<file path="config.mk">
export PLATFORM = sky130hd
export DESIGN_NAME = pnu_queue
export DESIGN_NICKNAME = d
export VERILOG_FILES = /design/src/rtl/pnu_pkg.sv /design/src/rtl/pnu_queue.sv
export SDC_FILE = /design/constraint.sdc
export NUM_CORES = 1
export LEC_CHECK = 0
export BUFFER_PORTS_ARGS = -buffer_cell sky130_fd_sc_hd__buf_2
export CAP_MARGIN = 20
export CELL_PAD_IN_SITES_DETAIL_PLACEMENT = 0
export CELL_PAD_IN_SITES_GLOBAL_PLACEMENT = 1
export CORE_MARGIN = 10
export CORE_UTILIZATION = 39
export CTS_BUF_LIST = sky130_fd_sc_hd__clkbuf_8
export CTS_CLUSTER_DIAMETER = 150
export CTS_CLUSTER_SIZE = 20
export DETAILED_ROUTE_END_ITERATION = 8
export PLACE_DENSITY_LB_ADDON = 0.1
export SLEW_MARGIN = 20
export SYNTH_ARGS = -nofsm -noshare
export SYNTH_HDL_FRONTEND = slang
export SYNTH_SLANG_ARGS = --single-unit
</file>
<file path="constraint.sdc">
create_clock -name clk_i -period 1.8 [get_ports clk_i]
set_input_delay 0.09 -clock clk_i [delete_from_list [all_inputs] [get_ports clk_i]]
set_output_delay 0.09 -clock clk_i [all_outputs]
set_load 0.02 [all_outputs]
</file>
<file path="src/rtl/pnu_pkg.sv">
// ----------------------------------------------------------------------------
// pnu_pkg
// Shared types and constants of the PNG scanline unfilter: item structs,
// filter codes, register indexes and the operation passed from front to back.
// ----------------------------------------------------------------------------
package pnu_pkg;

  localparam int unsigned MAX_ROW_BYTES = 8192;
  localparam int unsigned MAX_BPP       = 8;
  localparam int unsigned COL_W         = $clog2(MAX_ROW_BYTES);
  localparam int unsigned BPP_IDX_W     = (MAX_BPP > 1) ? $clog2(MAX_BPP) : 1;
  localparam int unsigned QUEUE_DEPTH   = 4;

  localparam int unsigned ROW_BYTES_W = 14;
  localparam int unsigned BPP_W       = 4;
  localparam int unsigned ROW_COUNT_W = 16;
  localparam int unsigned CFG_DATA_W  = 16;
  localparam int unsigned CFG_IDX_W   = 2;

  // Configuration register indexes.
  localparam logic [CFG_IDX_W-1:0] CFG_IDX_ROW_BYTES = 2'd0;
  localparam logic [CFG_IDX_W-1:0] CFG_IDX_BPP       = 2'd1;
  localparam logic [CFG_IDX_W-1:0] CFG_IDX_ROW_COUNT = 2'd2;

  // Register values after reset.
  localparam logic [ROW_BYTES_W-1:0] ROW_BYTES_RST = 14'd3;
  localparam logic [BPP_W-1:0]       BPP_RST       = 4'd3;
  localparam logic [ROW_COUNT_W-1:0] ROW_COUNT_RST = 16'd1;

  typedef enum logic [2:0] {
    FILT_NONE  = 3'd0,
    FILT_SUB   = 3'd1,
    FILT_UP    = 3'd2,
    FILT_AVG   = 3'd3,
    FILT_PAETH = 3'd4
  } pnu_filter_e;

  typedef struct packed {
    logic [7:0] data_byte;
    logic       frame_start;
  } pnu_in_item_t;

  typedef struct packed {
    logic [7:0] pixel_byte;
    logic       last_in_row;
    logic       last_in_image;
    logic       error;
  } pnu_out_item_t;

  // Register values after range saturation.
  typedef struct packed {
    logic [ROW_BYTES_W-1:0] row_bytes;
    logic [BPP_W-1:0]       bpp;
    logic [ROW_COUNT_W-1:0] row_count;
  } pnu_cfg_t;

  // One classified data byte, ready to be reconstructed.
  typedef struct packed {
    logic [7:0]       raw;
    logic [COL_W-1:0] col;
    pnu_filter_e      filter;
    logic             first_row;
    logic             use_left;
    logic             sticky;
    logic             last_row;
    logic             last_image;
    logic             beyond;
  } pnu_op_t;

endpackage

</file>
<file path="src/rtl/pnu_queue.sv">
// ----------------------------------------------------------------------------
// pnu_queue
// Small register FIFO of operations between the front and the back end.
// ----------------------------------------------------------------------------
module pnu_queue import pnu_pkg::*; (
  input  logic    clk_i,
  input  logic    rst_ni,
  input  logic    push_i,
  input  pnu_op_t data_i,
  output logic    full_o,
  output logic    valid_o,
  input  logic    pop_i,
  output pnu_op_t data_o
);

  localparam int unsigned PTR_W = $clog2(QUEUE_DEPTH);

  pnu_op_t            mem_q [QUEUE_DEPTH];
  logic [PTR_W-1:0]   wptr_q, rptr_q;
  logic [PTR_W:0]     count_q;
  logic               do_push, do_pop;

  assign full_o  = (count_q == (PTR_W+1)'(QUEUE_DEPTH));
  assign valid_o = (count_q != '0);
  assign data_o  = mem_q[rptr_q];
  assign do_push = push_i && !full_o;
  assign do_pop  = pop_i && valid_o;

  always_ff @(posedge clk_i) begin
    if (do_push) begin
      mem_q[wptr_q] <= data_i;
    end
  end

  always_ff @(posedge clk_i or negedge rst_ni) begin
    if (!rst_ni) begin
      wptr_q  <= '0;
      rptr_q  <= '0;
      count_q <= '0;
    end else begin
      if (do_push) begin
        wptr_q <= wptr_q + PTR_W'(1);
      end
      if (do_pop) begin
        rptr_q <= rptr_q + PTR_W'(1);
      end
      if (do_push && !do_pop) begin
        count_q <= count_q + (PTR_W+1)'(1);
      end else if (do_pop && !do_push) begin
        count_q <= count_q - (PTR_W+1)'(1);
      end
    end
  end

endmodule

</file>
==> metrics.txt <==
status=finished, violations left; failing checks=setup timing; Die Ht=131 um; I/O pins=66; Initial Util=39.8%; Pre-Repair DR Iteration Count=4; yosys warns=0; Seq/Total Area, Yosys=78.6%; Final Critical Period=1.86 ns; Main synth FF type=edfxtp_1; GR Overflow Total=0; initial antenna violation count=0; DRC Markers=0; die footprint=17200 um^2; setup violation total in the final timing report=30; Slew Limit Fails=0; Inst Count DP=436; largest net degree at the start of global routing=21; CP cell instances=buf_4, buf_12, mux4_2, buf_6; Post-synth EDFFs=120; Rel. slew slack=75.8%; Leak=2.31 nW; Clock Skew=0.00627 ns; setup ws final=-0.0608 ns; r2r endpoint=count_q[2]; Global Route Usage Sum=11.8%; CP Buf/Inv Count=3; clk slew on worst S/H paths=0.07 ns; critical path capture point type=output pin; NumNets Final=369; row count=40; drt wl/cell=18.4 um; number of global-route vias before repair=2622; FMAX=0.537 GHz; final wirelength=9400 um; TritonCTS clock tree=done; worst reg2reg startpoint=count_q[2]; DR vias=2381; antenna cells=0; final hold vios=0; hold endpoint=count_q[0]; most common cell in the netlist=edfxtp_1; Hold Crit Start=push_i; H-tree depth=4; DR iter-0 viols=124; hold path depth=4; maximum clock path buffer count=2; Critical Path RT=1.71 ns; reg2reg setup slack=-0.05 ns; R2R cell count=8; Final Cycle Share=103%; post-synth cell types=20; crit path DAT=1.77 ns; Synth Register Bits=127; HP Class=input pin to flip-flop; Pwr Total=10.8 mW; syn nets=232; first-pass GRT wire length=14600 um; PwrDens=1670 nW/um^2; Syn-to-layout area delta=34.4%; RSZ-0062 raised after global routing=true; Synth top area share=75.0%; element type at the critical path start=flip-flop; Post-DP HPWL=5670 um; DIE WIDTH=131 um; Slew @ Worst Pin=0.361 ns; Sink Count=127; mean area per synthesized cell=25.0 um^2; Final Non-Filler Cells=510; worst skew pair latency=0.43 ns; Max VDD drop=0.967 mV; Crit Path Max Fanout=7; Synth top cells by count=edfxtp_1, mux4_2, dfrtp_1; placed cell area=5510 um^2; Final Instance Area=6460 um^2; Port Buffers=65; Root Driver=clkbuf_8; Post-Syn Instances=192; CP Depth=4; RePlAce Congestion=0.688; core area=12100 um^2; Place WS=-0.114 ns; Via density=4.67; Worst path top cell family by delay=multiplexers; share of cells above drive strength 1=48.2%; synthesized area=4810 um^2; slowest CP cell=mux4_2; CP Class=flip-flop to output pin; synth top area cells=edfxtp_1, mux4_2, dfrtp_1; DRT antenna net count=0; Slowest Stage Delay on Critical Path=0.53 ns; Num CTS Buffers=17; max cap viols=0; top cell type by total area after synthesis=edfxtp_1; Async S/R FF share, synth=5.51%
power breakdown:
part | internal (mW) | leakage [nW] | switching (mW)
sequential | 3.92 | 1.18 | 0.158
combinational | 2.09 | 0.926 | 2.09
clock | 1.47 | 0.205 | 1.04
total | 7.48 | 2.31 | 3.29
registers in the layout, indices dropped and copies added (netlist names):
signal,count
wptr_q,2
count_q,3
rptr_q,2
mem_q,120
per-layer routing:
layer,vias up,track usage [%],part of all wire [%]
li1,1073,-,-
met4,0,5.10,1.2
met5,-,0,0
met3,11,4.59,5.3
met2,60,18.4,51
met1,1237,14.4,43
tightest hold or removal path: cells and delay by family:
kind                       cells  cell delay, ns
xor gates and xnor gates       1            0.06
and+or+nand+nor                1            0.21
adders and majority gates      1            0.18
buffers and inverters          1            0.08
final cells by class:
cell class,count,area [um^2]
flip-flops and latches,127,3780
fillers,966,5600
repair buffers,126,1100
well taps,168,210
clock inverters,15,175
multi-input cells,54,946
clock buffers,17,234
inverters,3,11.3
metrics by stage:
stage	hold WS (ns)	TNS, ns	utilization, %
final	0.220	-0.950	53.6
after global routing	0.185	-4.24	53.6
after CTS	0.178	-2.69	52.4
after detailed placement	-0.0593	-0.156	45.7
after global placement	-0.0626	-0.0973	45.7
after floorplan	-0.206	-0.271	-
cell families after synthesis:
| logic type | Yosys count | share of synthesized area (%) |
|---|---|---|
| buffers and inverters | 11 | 2.26 |
| DFF | 127 | 78.6 |
| and+or+nand+nor | 10 | 1.69 |
| muxes | 32 | 14.6 |
| xor gates and xnor gates | 6 | 1.09 |
| adders and majority gates | 6 | 1.72 |
worst max path at each step:
| stage | end | startpoint |
|---|---|---|
| after CTS | data_o[26] | rptr_q[0] |
| after detailed placement | count_q[2] | count_q[2] |
| after global routing | count_q[2] | count_q[2] |
| after global placement | count_q[2] | count_q[2] |
| after floorplan | count_q[2] | count_q[1] |
| final | data_o[26] | rptr_q[0] |
what timing repair did:
item	in CTS	in global routing
endpoints found under the setup margin	32	149
pin swaps	2	1
gates cloned	1	2
hold endpoints to repair	128	0
resized for setup	5	28
hold buffers	33	0
setup buffers	4	2
layout by cell type, fill, tap and decap left out, types with 2 or more instances in the layout:
master | Yosys | routed
and2_4 | 0 | 4
buf_12 | 3 | 8
buf_2 | 3 | 53
buf_4 | 0 | 15
buf_6 | 2 | 14
bufinv_16 | 0 | 4
clkbuf_16 | 0 | 2
clkbuf_8 | 0 | 17
clkinv_1 | 0 | 4
clkinv_2 | 0 | 5
clkinvlp_4 | 0 | 2
dfrtp_1 | 7 | 6
dlygate4sd3_1 | 0 | 33
edfxtp_1 | 120 | 120
ha_1 | 5 | 4
inv_1 | 3 | 2
mux4_2 | 30 | 30
xnor2_1 | 4 | 4
xor2_1 | 2 | 2
No activity file was read; power rests on OpenSTA's default activity.
