[src/rtl/pnu_pkg.sv]
// ----------------------------------------------------------------------------
// pnu_pkg
// Shared types and constants of the PNG scanline unfilter: item structs,
// filter codes, register indexes and the operation passed from front to back.
// ----------------------------------------------------------------------------
package pnu_pkg;

  localparam int unsigned MAX_ROW_BYTES = 8192;
  localparam int unsigned MAX_BPP       = 8;
  localparam int unsigned COL_W         = $clog2(MAX_ROW_BYTES);
  localparam int unsigned BPP_IDX_W     = (MAX_BPP > 1) ? $clog2(MAX_BPP) : 1;
  localparam int unsigned QUEUE_DEPTH   = 4;

  localparam int unsigned ROW_BYTES_W = 14;
  localparam int unsigned BPP_W       = 4;
  localparam int unsigned ROW_COUNT_W = 16;
  localparam int unsigned CFG_DATA_W  = 16;
  localparam int unsigned CFG_IDX_W   = 2;

  // Configuration register indexes.
  localparam logic [CFG_IDX_W-1:0] CFG_IDX_ROW_BYTES = 2'd0;
  localparam logic [CFG_IDX_W-1:0] CFG_IDX_BPP       = 2'd1;
  localparam logic [CFG_IDX_W-1:0] CFG_IDX_ROW_COUNT = 2'd2;

  // Register values after reset.
  localparam logic [ROW_BYTES_W-1:0] ROW_BYTES_RST = 14'd3;
  localparam logic [BPP_W-1:0]       BPP_RST       = 4'd3;
  localparam logic [ROW_COUNT_W-1:0] ROW_COUNT_RST = 16'd1;

  typedef enum logic [2:0] {
    FILT_NONE  = 3'd0,
    FILT_SUB   = 3'd1,
    FILT_UP    = 3'd2,
    FILT_AVG   = 3'd3,
    FILT_PAETH = 3'd4
  } pnu_filter_e;

  typedef struct packed {
    logic [7:0] data_byte;
    logic       frame_start;
  } pnu_in_item_t;

  typedef struct packed {
    logic [7:0] pixel_byte;
    logic       last_in_row;
    logic       last_in_image;
    logic       error;
  } pnu_out_item_t;

  // Register values after range saturation.
  typedef struct packed {
    logic [ROW_BYTES_W-1:0] row_bytes;
    logic [BPP_W-1:0]       bpp;
    logic [ROW_COUNT_W-1:0] row_count;
  } pnu_cfg_t;

  // One classified data byte, ready to be reconstructed.
  typedef struct packed {
    logic [7:0]       raw;
    logic [COL_W-1:0] col;
    pnu_filter_e      filter;
    logic             first_row;
    logic             use_left;
    logic             sticky;
    logic             last_row;
    logic             last_image;
    logic             beyond;
  } pnu_op_t;

endpackage

[src/rtl/pnu_front.sv]
// ----------------------------------------------------------------------------
// pnu_front
// Accepts stream bytes, tracks row and column positions, decodes filter bytes
// and turns each data byte into an operation for the reconstruction back end.
// ----------------------------------------------------------------------------
module pnu_front import pnu_pkg::*; (
  input  logic         clk_i,
  input  logic         rst_ni,
  input  pnu_cfg_t     cfg_i,
  input  logic         in_valid_i,
  output logic         in_ready_o,
  input  pnu_in_item_t in_data_i,
  input  logic         q_full_i,
  output logic         push_o,
  output pnu_op_t      op_o
);

  logic [COL_W-1:0]       col_q, col_d;
  logic [ROW_COUNT_W-1:0] row_q, row_d;
  logic                   await_q, await_d;
  pnu_filter_e            filt_q, filt_d;
  logic                   first_q, first_d;
  logic                   sticky_q, sticky_d;

  logic                   accept;
  logic [COL_W-1:0]       e_col, col, rb_m1;
  logic [ROW_COUNT_W-1:0] e_row;
  logic                   e_await, e_first, e_sticky;
  pnu_filter_e            e_filt;
  logic                   beyond, end_row;

  assign in_ready_o = !q_full_i;
  assign accept     = in_valid_i && !q_full_i;

  // A frame start restarts the frame before the byte is looked at.
  always_comb begin
    if (in_data_i.frame_start) begin
      e_col    = '0;
      e_row    = '0;
      e_await  = 1'b1;
      e_filt   = FILT_NONE;
      e_first  = 1'b1;
      e_sticky = 1'b0;
    end else begin
      e_col    = col_q;
      e_row    = row_q;
      e_await  = await_q;
      e_filt   = filt_q;
      e_first  = first_q;
      e_sticky = sticky_q;
    end
  end

  assign rb_m1   = COL_W'(cfg_i.row_bytes - ROW_BYTES_W'(1));
  assign col     = (e_col >= rb_m1) ? rb_m1 : e_col;
  assign end_row = (col == rb_m1);
  assign beyond  = (e_row >= cfg_i.row_count);

  always_comb begin
    col_d    = e_col;
    row_d    = e_row;
    await_d  = e_await;
    filt_d   = e_filt;
    first_d  = e_first;
    sticky_d = e_sticky;
    push_o   = 1'b0;

    op_o.raw        = in_data_i.data_byte;
    op_o.col        = col;
    op_o.filter     = e_filt;
    op_o.first_row  = e_first;
    op_o.use_left   = (col >= COL_W'(cfg_i.bpp));
    op_o.sticky     = e_sticky;
    op_o.last_row   = end_row;
    op_o.last_image = end_row &&
                      ((({1'b0, e_row}) + (ROW_COUNT_W+1)'(1)) >= {1'b0, cfg_i.row_count});
    op_o.beyond     = beyond;

    if (beyond) begin
      push_o = accept;
    end else if (e_await) begin
      await_d = 1'b0;
      if (in_data_i.data_byte <= {5'd0, FILT_PAETH}) begin
        filt_d = pnu_filter_e'(in_data_i.data_byte[2:0]);
      end else begin
        filt_d   = FILT_NONE;
        sticky_d = 1'b1;
      end
    end else begin
      push_o = accept;
      if (end_row) begin
        row_d   = e_row + ROW_COUNT_W'(1);
        first_d = 1'b0;
        col_d   = '0;
        await_d = 1'b1;
      end else begin
        col_d = col + COL_W'(1);
      end
    end
  end

  always_ff @(posedge clk_i or negedge rst_ni) begin
    if (!rst_ni) begin
      col_q    <= '0;
      row_q    <= '0;
      await_q  <= 1'b1;
      filt_q   <= FILT_NONE;
      first_q  <= 1'b1;
      sticky_q <= 1'b0;
    end else if (accept) begin
      col_q    <= col_d;
      row_q    <= row_d;
      await_q  <= await_d;
      filt_q   <= filt_d;
      first_q  <= first_d;
      sticky_q <= sticky_d;
    end
  end

endmodule

[config.mk]
export PLATFORM = sky130hd
export DESIGN_NAME = pnu_front
export DESIGN_NICKNAME = d
export VERILOG_FILES = /design/src/rtl/pnu_pkg.sv /design/src/rtl/pnu_front.sv
export SDC_FILE = /design/constraint.sdc
export NUM_CORES = 1
export LEC_CHECK = 0
export ABC_AREA = 1
export BUFFER_PORTS_ARGS = -buffer_cell sky130_fd_sc_hd__buf_2
export CELL_PAD_IN_SITES_DETAIL_PLACEMENT = 0
export CELL_PAD_IN_SITES_GLOBAL_PLACEMENT = 2
export CORE_MARGIN = 5
export CORE_UTILIZATION = 31
export CTS_BUF_LIST = sky130_fd_sc_hd__clkbuf_8
export DETAILED_ROUTE_END_ITERATION = 10
export PLACE_DENSITY_LB_ADDON = 0.08
export REMOVE_ABC_BUFFERS = 1
export SETUP_SLACK_MARGIN = 0.3
export SLEW_MARGIN = 20
export SYNTH_ARGS = -nofsm -noshare
export SYNTH_HDL_FRONTEND = slang
export SYNTH_SLANG_ARGS = --single-unit
export TNS_END_PERCENT = 10
[constraint.sdc]
create_clock -name clk_i -period 3.8 [get_ports clk_i]
set_input_delay 0.19 -clock clk_i [delete_from_list [all_inputs] [get_ports clk_i]]
set_output_delay 0.19 -clock clk_i [all_outputs]
set_load 0.01 [all_outputs]
==> impl_results.md <==
- Max_cap viols: 0
- Final Total Pwr: 1.52 mW
- Pwr/cell area: 247 mW/mm^2
- Max Root-Sink Buffers: 2
- Sequential area share after synthesis: 18.5%
- Top Ports: 79
- Finish-stage setup viols: 0
- Fillers: 1639
- Share of power burned in registers: 28.8%
- Fin Hold WS: 0.0129 ns
- Worst vdd ir: 0.000127 V
- Average wire per cell in the routed design: 14.2 um
- Clock share of power: 18.8%
- Final Hold Vio Count: 0
- Antenna cells: 0
- Slew @ Worst Pin: 0.908 ns
- Largest net degree at the start of global routing: 36
- R2r setup slk: 0.66 ns
- CP required: 3.61 ns
- Via count: 5107
- Clock Latency Late Sink: 0.30 ns
- Critical path cell sequence: inv_2 > nor2_4 > ha_4 > inv_4 > nor2_4 > nand3_4 > nor3_4 > nand3_2 > nor3_4 > xor2_1 > inv_1 > ha_4 > inv_4 > nor3_4 > o21ai_2 > o311ai_1 > a221o_1 > nand2_1 > a31oi_1 > buf_2
- Vias in the first global route: 5006
- Switching Fraction: 44.2%
- Crit Path Max Fanout: 2
- Post-synth ARST share: 100%
- Pins Over Slew Limit: 0
- Clock Skew: 0.00702 ns
- Top-count cell post-synth: nand2_1
- Synthesized area: 0.00475 sq mm
- Clock Sinks: 35
- DRT Pass-1 Iters: 4
- Worst path slowest cell: dfrtp_1
- Initial Utilization: 31.4%
- Post-synth cell types: 43
- Switching power: 0.670 mW
- Clock buffer count from CTS: 5
- Setup TNS: 0 ns
- H-tree depth: 2
- Rows: 45
- First-pass GRT wire length: 24900 um
- Critical Path Most Common Cell: nor3_4
- Status: finished, final reports clean
- Initial antenna violation count: 0
- Die span in y: 134 um
- Grt total ovfl: 0
- Period utilisation layout: 93.0%
- Fmax: 283 MHz
- Seq cells post-synth: 35
- Logic pwr share: 52.4%
- Synth Instances: 760
- Synth top area share: 17.4%
- Top cells by count, synth: nand2_1, inv_1, nor2_1
- Core footprint: 0.0151 sq mm
- Internal: 0.846 mW
- Number of synthesized flops with an enable pin: 0
- Dpl hpwl: 12300 um
- Tmin final: 3.53 ns
- RSZ-0062 raised after global routing: yes
- Setup ws final: 0.265 ns
- DR DRC count: 0
- Area Overhead vs Synth: 29.2%
- Hold Crit Class: input port to asynchronous set/reset pin
- CP Launch Type: register
- CTS clk-pin slew, worst paths: 0.08 ns
- DR iter-0 viols: 190
- Detail Route Antenna Nets: 0
- Nets: 976
- Vias per std cell: 4.77
- Hold buffers post-CTS: 0
- Total GRT Usage: 16.9%
- Crit path capture type: output pin
- Die Wd: 134 um
- Critical path arrival: 3.34 ns
- CTS tree: yes
- Main area contributors after synthesis: dfrtp_1, nand2_1, ha_1, inv_1, nor2_1
- DRT Wirelength: 15200 um
- Port bufs: 77
- Mean post-synth cell area: 6.25 sq um
- Slowest stage delay, CP: 0.38 ns
- Pleak: 3.33 nW
- Crit Path Class: register to output pin
- Worst slew margin: 39.5%
- Synth Warn #: 0
- Die ar.: 0.0179 sq mm
- Routability cong.: 0.874
- Area leader, netlist: dfrtp_1
- Dominant synthesized flop cell: dfrtp_1
- Dpl ws: -0.0649 ns
- Layout cells sized above 1: 30.0%
- Root buf cell: clkbuf_8
-- critical path: cells and delay by family, from the launching register on --
kind,cells,cell delay [ns]
adder cells (fa/ha/maj),2,0.45
XOR/XNOR,1,0.25
AO/OA/AOI/OAI,4,0.50
AND/OR/NAND/NOR,8,1.07
flip-flops,1,0.38
buffers and inverters,5,0.40
-- worst paths after layout --
kind	start	to	cells after the start
hold reg to reg	col_q[10]	col_q[10]	2
setup reg to reg	col_q[8]	row_q[5]	21
hold / removal	rst_ni	row_q[8]	1
min in group clk_i	in_data_i[2]	filt_q[1]	3
max in group asynchronous	rst_ni	col_q[12]	1
setup / recovery	row_q[1]	op_o[1]	20
-- cells by family (layout without fill, tap and decap cells) --
family / count (synthesis) / in the layout / synth area share, %
simple gates: 394 / 394 / 38.3
flops: 35 / 35 / 18.5
buf+inv: 169 / 291 / 15.4
fa+ha+maj: 48 / 48 / 12.6
compound gates: 91 / 91 / 11.0
xor+xnor: 23 / 23 / 4.24
-- through the flow --
step | instances | util (%) | area [sq um]
floorplan | 731 | - | 4550
global placement | 1041 | 36.4 | 5520
detailed placement | 1041 | 36.4 | 5520
CTS | 1061 | 38.4 | 5820
global route | 1070 | 40.5 | 6140
finish | 1070 | 40.5 | 6140
-- power groups by stage --
stage          Sequential, mW  Combinational [mW]  Clock, mW
2_1_floorplan           0.438               0.451          0
5_1_grt                 0.442               0.896      0.309
4_1_cts                 0.437               0.753      0.297
3_3_place_gp            0.441               0.731          0
3_5_place_dp            0.443               0.736          0
6_report                0.437               0.794      0.285
-- per-layer routing --
| metal | routed length [um] | up-vias | track usage (%) |
|---|---|---|---|
| met2 | 7780 | 75 | 31.3 |
| met5 | 0 | - | 0 |
| li1 | - | 2644 | - |
| met4 | 142 | 0 | 3.37 |
| met1 | 6870 | 2378 | 21.3 |
| met3 | 407 | 10 | 1.69 |
-- layout by cell type (no fill, tap or decap), drive strengths merged --
master      n
nor2       99
nor3       14
clkinvlp    2
inv       139
buf       142
ha         48
nand3      67
a31oi       3
a211o       1
a221o       1
nand2     192
or2         3
nor4        5
nand3b      2
o21bai      2
o21ai      32
xor2       21
dfrtp      33
a22oi       3
o311ai      1
xnor2       2
nand4      12
clkinv      2
a21boi      1
dfstp       2
clkbuf      6
o211ai      4
o22ai       2
a21oi      41
-- cell type report --
class | instances | area (sq um) | area share (%)
clock buffer | 5 | 68.8 | 1.12
clock inverter | 3 | 20.0 | 0.326
inverter | 140 | 538 | 8.76
multi-input combinational | 556 | 3450 | 56.2
sequential | 35 | 878 | 14.3
tap | 188 | 235 | 3.83
timing repair buffer | 143 | 951 | 15.5
-- sequential cells by signal, indices dropped and copies added (netlist names) --
name	count
row_q	16
col_q	13
filt_q	3
await_q	1
first_q	1
sticky_q	1
-- timing repair --
action	CTS	global route
buffers inserted	12	9
setup endpoints to repair	2	34
pin swaps	12	36
endpoints found under the hold margin	0	0
gates resized for setup	30	58
(Power assumes the default switching activity.)
